`src/rtl/keyed_table_pair_with_equi_join_defines.svh`:
```
// ----------------------------------------------------------------------------
// Assertion macros for the keyed table pair with equi-join
// Clocked on clk, disabled while rst_n is low.
// ----------------------------------------------------------------------------
`ifndef KEYED_TABLE_PAIR_WITH_EQUI_JOIN_DEFINES_SVH
`define KEYED_TABLE_PAIR_WITH_EQUI_JOIN_DEFINES_SVH

// same-cycle implication
`define KPJ_ASSERT_NOW(lbl, ante, cons, msg) \
    lbl: assert property (@(posedge clk) disable iff (!rst_n) (ante) |-> (cons)) \
        else $error(msg);

// next-cycle implication
`define KPJ_ASSERT_NEXT(lbl, ante, cons, msg) \
    lbl: assert property (@(posedge clk) disable iff (!rst_n) (ante) |=> (cons)) \
        else $error(msg);

`endif

```
`src/rtl/kpj_pkg.sv`:
```
// ----------------------------------------------------------------------------
// kpj_pkg
// Shared constants, codes and types of the keyed table pair with equi-join.
// ----------------------------------------------------------------------------
package kpj_pkg;

    localparam int KEY_W       = 8;
    localparam int VAL_W       = 32;
    localparam int OP_W        = 2;
    localparam int ST_W        = 3;
    localparam int MAX_RESULTS = 16;
    localparam int PARENT_ROWS_DEF = 16;
    localparam int CHILD_ROWS_DEF  = 16;

    localparam logic [OP_W-1:0] OP_INS_PARENT = 2'd0;
    localparam logic [OP_W-1:0] OP_INS_CHILD  = 2'd1;
    localparam logic [OP_W-1:0] OP_JOIN       = 2'd2;

    localparam logic [ST_W-1:0] ST_INSERTED   = 3'd0;
    localparam logic [ST_W-1:0] ST_DUP_KEY    = 3'd1;
    localparam logic [ST_W-1:0] ST_NO_PARENT  = 3'd2;
    localparam logic [ST_W-1:0] ST_FULL       = 3'd3;
    localparam logic [ST_W-1:0] ST_JOIN_PAIR  = 3'd4;
    localparam logic [ST_W-1:0] ST_JOIN_EMPTY = 3'd5;

    typedef struct packed {
        logic shift;
        logic load;
    } ring_ctl_t;

endpackage

```
`src/rtl/kpj_cell.sv`:
```
// ----------------------------------------------------------------------------
// kpj_cell
// One row of a table ring: takes its neighbor's row on shift, a new row on load.
// ----------------------------------------------------------------------------
module kpj_cell
    import kpj_pkg::*;
(
    input  logic               clk,
    input  ring_ctl_t          ctl,
    input  logic [KEY_W-1:0]   nbr_key,
    input  logic [VAL_W-1:0]   nbr_value,
    input  logic [KEY_W-1:0]   wr_key,
    input  logic [VAL_W-1:0]   wr_value,
    output logic [KEY_W-1:0]   row_key,
    output logic [VAL_W-1:0]   row_value
);

    logic [KEY_W-1:0] key_reg;
    logic [VAL_W-1:0] value_reg;

    always_ff @(posedge clk)
    begin
        if (ctl.load)
        begin
            key_reg   <= wr_key;
            value_reg <= wr_value;
        end
        else if (ctl.shift)
        begin
            key_reg   <= nbr_key;
            value_reg <= nbr_value;
        end
    end

    assign row_key   = key_reg;
    assign row_value = value_reg;

endmodule

```
`src/rtl/kpj_ring.sv`:
```
// ----------------------------------------------------------------------------
// kpj_ring
// Ring of row cells; one rotation step per shift, cell 0 is the head.
// ----------------------------------------------------------------------------
module kpj_ring
    import kpj_pkg::*;
#(
    parameter int ROWS = PARENT_ROWS_DEF,
    localparam int IW  = (ROWS > 1) ? $clog2(ROWS) : 1
)
(
    input  logic               clk,
    input  ring_ctl_t          ctl,
    input  logic [IW-1:0]      load_idx,
    input  logic [KEY_W-1:0]   load_key,
    input  logic [VAL_W-1:0]   load_value,
    output logic [KEY_W-1:0]   head_key,
    output logic [VAL_W-1:0]   head_value
);

    logic [KEY_W-1:0] keys   [ROWS];
    logic [VAL_W-1:0] values [ROWS];

    for (genvar i = 0; i < ROWS; i++)
    begin : g_cell
        ring_ctl_t cell_ctl;

        assign cell_ctl.shift = ctl.shift;
        assign cell_ctl.load  = ctl.load && (load_idx == IW'(i));

        kpj_cell u_cell (
            .clk       (clk),
            .ctl       (cell_ctl),
            .nbr_key   (keys[(i + 1) % ROWS]),
            .nbr_value (values[(i + 1) % ROWS]),
            .wr_key    (load_key),
            .wr_value  (load_value),
            .row_key   (keys[i]),
            .row_value (values[i])
        );
    end

    assign head_key   = keys[0];
    assign head_value = values[0];

endmodule

```
`src/rtl/keyed_table_pair_with_equi_join.sv`:
```
// ----------------------------------------------------------------------------
// keyed_table_pair_with_equi_join
// Parent and child keyed tables held in rotating cell rings, with equi-join.
// ----------------------------------------------------------------------------
// An operation is taken when start is high and busy is low. An insert (parent
// or child) runs one full rotation of the parent ring for the key check. A
// join rotates the child ring once for every parent row, then closes out the
// last result in a flush state. Opcode 3 starts no work and gives no result.
// An insert result appears in the cycle after its scan ends; a join pair is
// held until the next pair is found or the walk ends, so the last one can
// carry last. Each result shows for a single cycle with strobe high; the
// receiver cannot stall, so every strobe cycle is a transfer and must be
// taken then.
// ----------------------------------------------------------------------------
`include "keyed_table_pair_with_equi_join_defines.svh"

module keyed_table_pair_with_equi_join
    import kpj_pkg::*;
#(
    parameter int PARENT_ROWS = PARENT_ROWS_DEF,
    parameter int CHILD_ROWS  = CHILD_ROWS_DEF
)
(
    input  logic                    clk,
    input  logic                    rst_n,
    input  logic                    start,
    output logic                    busy,
    input  logic [OP_W-1:0]         opcode,
    input  logic [KEY_W-1:0]        key,
    input  logic signed [VAL_W-1:0] value,
    output logic                    strobe,
    output logic [ST_W-1:0]         status,
    output logic [KEY_W-1:0]        pair_key,
    output logic signed [VAL_W-1:0] parent_value,
    output logic signed [VAL_W-1:0] child_value,
    output logic                    last
);

    localparam int PW  = (PARENT_ROWS > 1) ? $clog2(PARENT_ROWS) : 1;
    localparam int CW  = (CHILD_ROWS > 1) ? $clog2(CHILD_ROWS) : 1;
    localparam int PCW = $clog2(PARENT_ROWS + 1);
    localparam int CCW = $clog2(CHILD_ROWS + 1);
    localparam int NW  = $clog2(MAX_RESULTS + 1);

    localparam logic [1:0] S_IDLE  = 2'd0;
    localparam logic [1:0] S_SCAN  = 2'd1;
    localparam logic [1:0] S_JOIN  = 2'd2;
    localparam logic [1:0] S_FLUSH = 2'd3;

    logic [1:0]       state_reg, state_next;
    logic [PW-1:0]    ps_reg, ps_next;
    logic [CW-1:0]    cs_reg, cs_next;
    logic [NW-1:0]    n_reg, n_next;
    logic             hit_reg, hit_next;
    logic [OP_W-1:0]  op_reg, op_next;
    logic [KEY_W-1:0] key_reg, key_next;
    logic [VAL_W-1:0] value_reg, value_next;
    logic [PCW-1:0]   pcount_reg, pcount_next;
    logic [CCW-1:0]   ccount_reg, ccount_next;
    logic             pend_valid_reg, pend_valid_next;
    logic [KEY_W-1:0] pend_key_reg, pend_key_next;
    logic [VAL_W-1:0] pend_pv_reg, pend_pv_next;
    logic [VAL_W-1:0] pend_cv_reg, pend_cv_next;

    logic             strobe_reg;
    logic [ST_W-1:0]  status_reg;
    logic [KEY_W-1:0] okey_reg;
    logic [VAL_W-1:0] opv_reg;
    logic [VAL_W-1:0] ocv_reg;
    logic             last_reg;

    logic             emit;
    logic [ST_W-1:0]  e_status;
    logic [KEY_W-1:0] e_key;
    logic [VAL_W-1:0] e_pv;
    logic [VAL_W-1:0] e_cv;
    logic             e_last;

    ring_ctl_t        pctl;
    ring_ctl_t        cctl;
    logic [KEY_W-1:0] p_head_key;
    logic [VAL_W-1:0] p_head_value;
    logic [KEY_W-1:0] c_head_key;
    logic [VAL_W-1:0] c_head_value;

    logic             p_row_ok;
    logic             c_row_ok;
    logic             hit_now;
    logic             match;

    logic             unused_take;
    logic             counts_ok;
    logic             empty_out;

    kpj_ring #(.ROWS(PARENT_ROWS)) u_parent (
        .clk        (clk),
        .ctl        (pctl),
        .load_idx   (pcount_reg[PW-1:0]),
        .load_key   (key_reg),
        .load_value (value_reg),
        .head_key   (p_head_key),
        .head_value (p_head_value)
    );

    kpj_ring #(.ROWS(CHILD_ROWS)) u_child (
        .clk        (clk),
        .ctl        (cctl),
        .load_idx   (ccount_reg[CW-1:0]),
        .load_key   (key_reg),
        .load_value (value_reg),
        .head_key   (c_head_key),
        .head_value (c_head_value)
    );

    assign p_row_ok = PCW'(ps_reg) < pcount_reg;
    assign c_row_ok = CCW'(cs_reg) < ccount_reg;
    assign hit_now  = hit_reg || (p_row_ok && (p_head_key == key_reg));
    assign match    = p_row_ok && c_row_ok && (n_reg < NW'(MAX_RESULTS))
                      && (p_head_key == c_head_key);

    always_comb
    begin
        state_next      = state_reg;
        ps_next         = ps_reg;
        cs_next         = cs_reg;
        n_next          = n_reg;
        hit_next        = hit_reg;
        op_next         = op_reg;
        key_next        = key_reg;
        value_next      = value_reg;
        pcount_next     = pcount_reg;
        ccount_next     = ccount_reg;
        pend_valid_next = pend_valid_reg;
        pend_key_next   = pend_key_reg;
        pend_pv_next    = pend_pv_reg;
        pend_cv_next    = pend_cv_reg;
        pctl            = '0;
        cctl            = '0;
        emit            = 1'b0;
        e_status        = ST_INSERTED;
        e_key           = key_reg;
        e_pv            = '0;
        e_cv            = '0;
        e_last          = 1'b1;

        case (state_reg)
            S_IDLE:
            begin
                if (start)
                begin
                    op_next         = opcode;
                    key_next        = key;
                    value_next      = value;
                    ps_next         = '0;
                    cs_next         = '0;
                    n_next          = '0;
                    hit_next        = 1'b0;
                    pend_valid_next = 1'b0;
                    case (opcode)
                        OP_INS_PARENT: state_next = S_SCAN;
                        OP_INS_CHILD:  state_next = S_SCAN;
                        OP_JOIN:       state_next = S_JOIN;
                        default:       state_next = S_IDLE;
                    endcase
                end
            end

            S_SCAN:
            begin
                pctl.shift = 1'b1;
                hit_next   = hit_now;
                ps_next    = ps_reg + PW'(1);
                if (ps_reg == PW'(PARENT_ROWS - 1))
                begin
                    ps_next    = '0;
                    state_next = S_IDLE;
                    emit       = 1'b1;
                    if (op_reg == OP_INS_PARENT)
                    begin
                        if (hit_now)
                            e_status = ST_DUP_KEY;
                        else if (pcount_reg == PCW'(PARENT_ROWS))
                            e_status = ST_FULL;
                        else
                        begin
                            e_status    = ST_INSERTED;
                            pctl.load   = 1'b1;
                            pcount_next = pcount_reg + PCW'(1);
                        end
                    end
                    else
                    begin
                        if (!hit_now)
                            e_status = ST_NO_PARENT;
                        else if (ccount_reg == CCW'(CHILD_ROWS))
                            e_status = ST_FULL;
                        else
                        begin
                            e_status    = ST_INSERTED;
                            cctl.load   = 1'b1;
                            ccount_next = ccount_reg + CCW'(1);
                        end
                    end
                end
            end

            S_JOIN:
            begin
                cctl.shift = 1'b1;
                if (match)
                begin
                    if (pend_valid_reg)
                    begin
                        emit     = 1'b1;
                        e_status = ST_JOIN_PAIR;
                        e_key    = pend_key_reg;
                        e_pv     = pend_pv_reg;
                        e_cv     = pend_cv_reg;
                        e_last   = 1'b0;
                    end
                    pend_valid_next = 1'b1;
                    pend_key_next   = p_head_key;
                    pend_pv_next    = p_head_value;
                    pend_cv_next    = c_head_value;
                    n_next          = n_reg + NW'(1);
                end
                if (cs_reg == CW'(CHILD_ROWS - 1))
                begin
                    cs_next    = '0;
                    pctl.shift = 1'b1;
                    if (ps_reg == PW'(PARENT_ROWS - 1))
                    begin
                        ps_next    = '0;
                        state_next = S_FLUSH;
                    end
                    else
                        ps_next = ps_reg + PW'(1);
                end
                else
                    cs_next = cs_reg + CW'(1);
            end

            S_FLUSH:
            begin
                emit       = 1'b1;
                e_last     = 1'b1;
                state_next = S_IDLE;
                if (pend_valid_reg)
                begin
                    e_status = ST_JOIN_PAIR;
                    e_key    = pend_key_reg;
                    e_pv     = pend_pv_reg;
                    e_cv     = pend_cv_reg;
                end
                else
                begin
                    e_status = ST_JOIN_EMPTY;
                    e_key    = '0;
                end
            end

            default:
            begin
                state_next = S_IDLE;
            end
        endcase
    end

    always_ff @(posedge clk or negedge rst_n)
    begin
        if (!rst_n)
        begin
            state_reg      <= S_IDLE;
            ps_reg         <= '0;
            cs_reg         <= '0;
            n_reg          <= '0;
            hit_reg        <= 1'b0;
            pcount_reg     <= '0;
            ccount_reg     <= '0;
            pend_valid_reg <= 1'b0;
            strobe_reg     <= 1'b0;
        end
        else
        begin
            state_reg      <= state_next;
            ps_reg         <= ps_next;
            cs_reg         <= cs_next;
            n_reg          <= n_next;
            hit_reg        <= hit_next;
            pcount_reg     <= pcount_next;
            ccount_reg     <= ccount_next;
            pend_valid_reg <= pend_valid_next;
            strobe_reg     <= emit;
        end
    end

    always_ff @(posedge clk)
    begin
        op_reg       <= op_next;
        key_reg      <= key_next;
        value_reg    <= value_next;
        pend_key_reg <= pend_key_next;
        pend_pv_reg  <= pend_pv_next;
        pend_cv_reg  <= pend_cv_next;
        status_reg   <= e_status;
        okey_reg     <= e_key;
        opv_reg      <= e_pv;
        ocv_reg      <= e_cv;
        last_reg     <= e_last;
    end

    assign busy         = (state_reg != S_IDLE);
    assign strobe       = strobe_reg;
    assign status       = status_reg;
    assign pair_key     = okey_reg;
    assign parent_value = opv_reg;
    assign child_value  = ocv_reg;
    assign last         = last_reg;

    assign unused_take = start && !busy && (opcode != OP_INS_PARENT)
                         && (opcode != OP_INS_CHILD) && (opcode != OP_JOIN);
    assign counts_ok   = (pcount_reg <= PCW'(PARENT_ROWS)) && (ccount_reg <= CCW'(CHILD_ROWS));
    assign empty_out   = strobe && (status == ST_JOIN_EMPTY);

    `KPJ_ASSERT_NOW(a_strobe_after_work, strobe, $past(busy), "result without operation in flight")
    `KPJ_ASSERT_NEXT(a_unused_op_one_cycle, unused_take, !busy && !strobe, "unused opcode left work")
    `KPJ_ASSERT_NOW(a_counts_in_range, 1'b1, counts_ok, "table count beyond capacity")
    `KPJ_ASSERT_NOW(a_empty_is_last, empty_out, last && (pair_key == '0), "empty join malformed")

endmodule

```
`config.mk`:
```
export PLATFORM = sky130hd
export DESIGN_NAME = keyed_table_pair_with_equi_join
export DESIGN_NICKNAME = d
export VERILOG_FILES = /design/src/rtl/kpj_pkg.sv /design/src/rtl/kpj_cell.sv /design/src/rtl/kpj_ring.sv /design/src/rtl/keyed_table_pair_with_equi_join.sv
export VERILOG_INCLUDE_DIRS = /design/src /design/src/rtl
export SDC_FILE = /design/constraint.sdc
export NUM_CORES = 2
export LEC_CHECK = 0
export ABC_AREA = 1
export BUFFER_PORTS_ARGS = -buffer_cell sky130_fd_sc_hd__buf_2
export CORE_MARGIN = 2
export CORE_UTILIZATION = 43
export DETAILED_ROUTE_END_ITERATION = 12
export GPL_TIMING_DRIVEN = 0
export PLACE_DENSITY = 0.57
export SYNTH_ARGS = -nofsm -noshare
export SYNTH_HDL_FRONTEND = slang
export SYNTH_HIERARCHICAL = 1
export SYNTH_SLANG_ARGS = --single-unit
```
`constraint.sdc`:
```
create_clock -name clk -period 6.72 [get_ports clk]
set_input_delay 1.344 -clock clk [delete_from_list [all_inputs] [get_ports clk]]
set_output_delay 1.344 -clock clk [all_outputs]
set_load 0.005 [all_outputs]
```
==> results.md <==
* First-pass detailed-route iteration total at 9
* Clk root buf: clkbuf_16
* Overflow after GRT at 0
* P_leak at 0.0329 uW
* Residual DRC at 0
* Sink Count at 1498
* Outcome: finished, final reports clean
* Layout area overhead at 16.5%
* Later-pin clock latency in the skew report at 0.79 ns
* Worst hold start: u_parent/g_cell[0].u_cell/row_value[6]
* Setup TNS at 0 ns
* H-tree depth reported by CTS at 4
* Setup-failing EPs final at 0
* Hold path cells at 0
* Worst slack at placement at 2.62 ns
* Hold Vio Cnt, Final at 0
* Rows at 144
* Yosys warnings at 6
* Combinational power share at 20.7%
* Cell Area, Placed at 0.0729 sq mm
* TritonCTS buffer count at 158
* Placeable Area at 0.154 sq mm
* WP buf/inv at 3
* FF+latch count, synth at 1498
* Largest net degree at the start of global routing at 82
* Share of total power in sequential cells at 52.0%
* HPWL after DPL at 147000 um
* WHS Endpoint: pend_pv_reg[6]
* Synth Area in Adders at 0.337%
* Post-layout min period at 4.12 ns
* Worst Hold Class: register to register
* Synth Area in Compound Gates at 0.185%
* Internal power at 21500 uW
* DR vias/cell at 5.04
* Unique masters post-synth at 34
* Initial antenna violation count at 6
* Final worst slack at 2.60 ns
* Endpoint class of the critical path: register
* Worst-path cell chain: inv_1 > ha_1 > nand2_1 > nand2_1 > nand2_1 > nand2_1 > nor2_4 > nand3_1 > nand2_2 > nand3_1 > inv_1 > nand3_1 > nor2_1 > buf_6 > or2_2
* Cell family with most CP delay: simple AND/OR/NAND/NOR gates
* Die Y at 398 um
* Launch point of the worst reg-to-reg path: pcount_reg[2]
* Crit-path most repeated cell: nand2_1
* Overall Global Routing Usage at 24.8%
* Worst-Margin Slew at 1.05 ns
* Quantity of gates resized following cts at 0
* Net Sw Frac at 31.3%
* Total net switching power at 9780 uW
* Synth Cell Area at 0.0669 sq mm
* Syn Inst Count at 6362
* Worst Path Arrival at 4.49 ns
* DIE AREA at 0.159 sq mm
* Reg2Reg Setup Slack at 2.60 ns
* Cell count after placement at 8640
* Fraction of layout cells with a size suffix above 1 at 16.7%
* Worst r2r path cells at 15
* I/O Buffers at 122
* Critical-path top delay cell: or2_2
* Unrepaired setup endpoints after global routing: false
* WHS at 0.467 ns
* Average routed wire per standard cell at 22.1 um
* Tcrit/Tclk final at 61.2%
* Vias in the first global route at 44000
* Via Count at 45000
* Final instance area at 0.0779 sq mm
* Seq/Total Area, Yosys at 65.9%
* Routed Antenna Nets at 0
* Net count after synthesis at 6425
* Critical path peak fanout at 40
* FF-to-FF End: u_child/g_cell[7].u_cell/row_value[26]
* Fill cells at 13700
* Most frequent cells in the layout: 3756 x nand2_1, 1394 x edfxtp_1, 323 x nand2_2
* Slew HR at 29.9%
* Peak supply drop at 281 uV
* Clock transition at the registers of the reported paths at 0.07 ns
* CTS tree: built
* GP Congestion at 0.869
* Final #Nets at 6819
* Pwr dens at 401 mW/mm^2
* Main combinational cell family by area after synthesis: simple AND/OR/NAND/NOR gates
* Post-CTS setup buffers at 0
* Worst EP required at 7.10 ns
* CTS Buffer Depth at 3
* Syn Area/Cell at 10.5 sq um
* Max-slew violations at 0
* Hold Buf Count CTS at 0
* Initial Utilization at 43.4%
* Multiplexer share of the synthesized area at 0%
* CP peak stage delay at 0.80 ns
* First-pass GRT wire length at 285000 um
* Most common cell after layout, fill and taps aside: nand2_1
* Clock power share at 27.3%
* Post-synthesis simple-gate area fraction at 26.4%
* I/O pin count at 123
* 1st-iter DRT viols at 4630
* Startpoint types: register
* Fmax at 0.243 GHz
* Max cap viols at 0
* Crit path kind: register to register
* Post-Synth XOR/XNOR Area at 0.210%
* Die width at 398 um
* Clock skew at 0.0489 ns
* Final non-filler cell total at 8922
* WL final at 197000 um
through the flow:
stage	util [%]	power [uW]
after detailed placement	47.3	22800
final	50.5	31300
after global placement	45.4	22200
after CTS	50.5	31400
after floorplan	-	19200
after global routing	50.5	32600
power by group through the flow:
stage | clock network (uW) | logic (uW) | registers, uW
after floorplan | 0 | 3550 | 15700
after global placement | 0 | 5160 | 17000
after detailed placement | 0 | 6470 | 16400
after CTS | 8700 | 6510 | 16200
after global routing | 9070 | 7100 | 16400
final | 8540 | 6480 | 16200
metal layers:
layer  GRT usage [%]  wire [um]
met1            29.9      75200
met2            43.8     100000
met3            4.14      13500
met4            10.3       8490
met5               0         32
worst register-to-register path, cell delays in order, from the launching register on:
cell     delay, ns
dfrtp_1       0.49
inv_1         0.11
ha_1          0.32
nand2_1       0.08
nand2_1       0.05
nand2_1       0.05
nand2_1       0.08
nor2_4        0.24
nand3_1       0.13
nand2_2       0.20
nand3_1       0.24
inv_1         0.25
nand3_1       0.20
nor2_1        0.23
buf_6         0.21
or2_2         0.81
cell type report:
type | instances | area [sq um] | area share (%)
Antenna cell | 2 | 5.00 | 0.00642
Buffer | 327 | 3960 | 5.09
Clock buffer | 205 | 4340 | 5.57
Clock inverter | 75 | 651 | 0.835
Inverter | 112 | 666 | 0.854
Multi-Input combinational cell | 4425 | 18200 | 23.3
Sequential cell | 1498 | 44100 | 56.6
Tap cell | 2044 | 2560 | 3.28
Timing Repair Buffer | 234 | 3490 | 4.47
synthesized netlist by cell type:
library cell  count  area, sq um
nand3_4           1         17.5
o21ai_1           2         10.0
nand4_1          77          482
o21ai_2           1         8.76
clkinv_1          1         3.75
buf_1             6         22.5
or2_2            33          206
nor2_4            2         22.5
nor2_2            4         25.0
nor3_4            1         16.3
nand2_1        3756        14100
nand3_1         113          566
inv_1            70          263
nor3_1            1         5.00
dfrtp_1          28          701
nand3b_1          1         7.51
nor2_1           56          210
xor2_1            8         70.1
a22oi_1           1         7.51
ha_1             18          225
buf_12           32          641
inv_2             8         30.0
o21ai_0          13         65.1
xnor2_1           8         70.1
clkbuf_1         26         97.6
inv_8            32          360
clkbuf_8         96         1320
inv_6             1         8.76
dfxtp_1          76         1520
nand2_2         323         2020
a21oi_1           5         25.0
o31ai_1           1         7.51
buf_6           167         1880
edfxtp_1       1394        41900
cell families after synthesis:
group | after synthesis
AND/OR/NAND/NOR | 4368
flip-flops | 1498
adder cells (fa/ha/maj) | 18
XOR/XNOR | 16
buffers and inverters | 439
AO/OA/AOI/OAI | 23
how the worst max path moves through the flow:
stage	start	end	slack, ns	cells after the start
after floorplan	pcount_reg[2]	u_child/g_cell[0].u_cell/row_key[0]	3.62	15
after global placement	key_reg[2]	u_child/g_cell[7].u_cell/row_value[3]	1.14	12
after detailed placement	pcount_reg[2]	u_child/g_cell[7].u_cell/row_value[3]	2.62	15
after CTS	pcount_reg[2]	u_child/g_cell[7].u_cell/row_value[5]	2.58	15
after global routing	pcount_reg[2]	u_child/g_cell[7].u_cell/row_value[5]	2.26	15
final	pcount_reg[2]	u_child/g_cell[7].u_cell/row_value[26]	2.60	15
No activity file was read; power rests on OpenSTA's default activity.
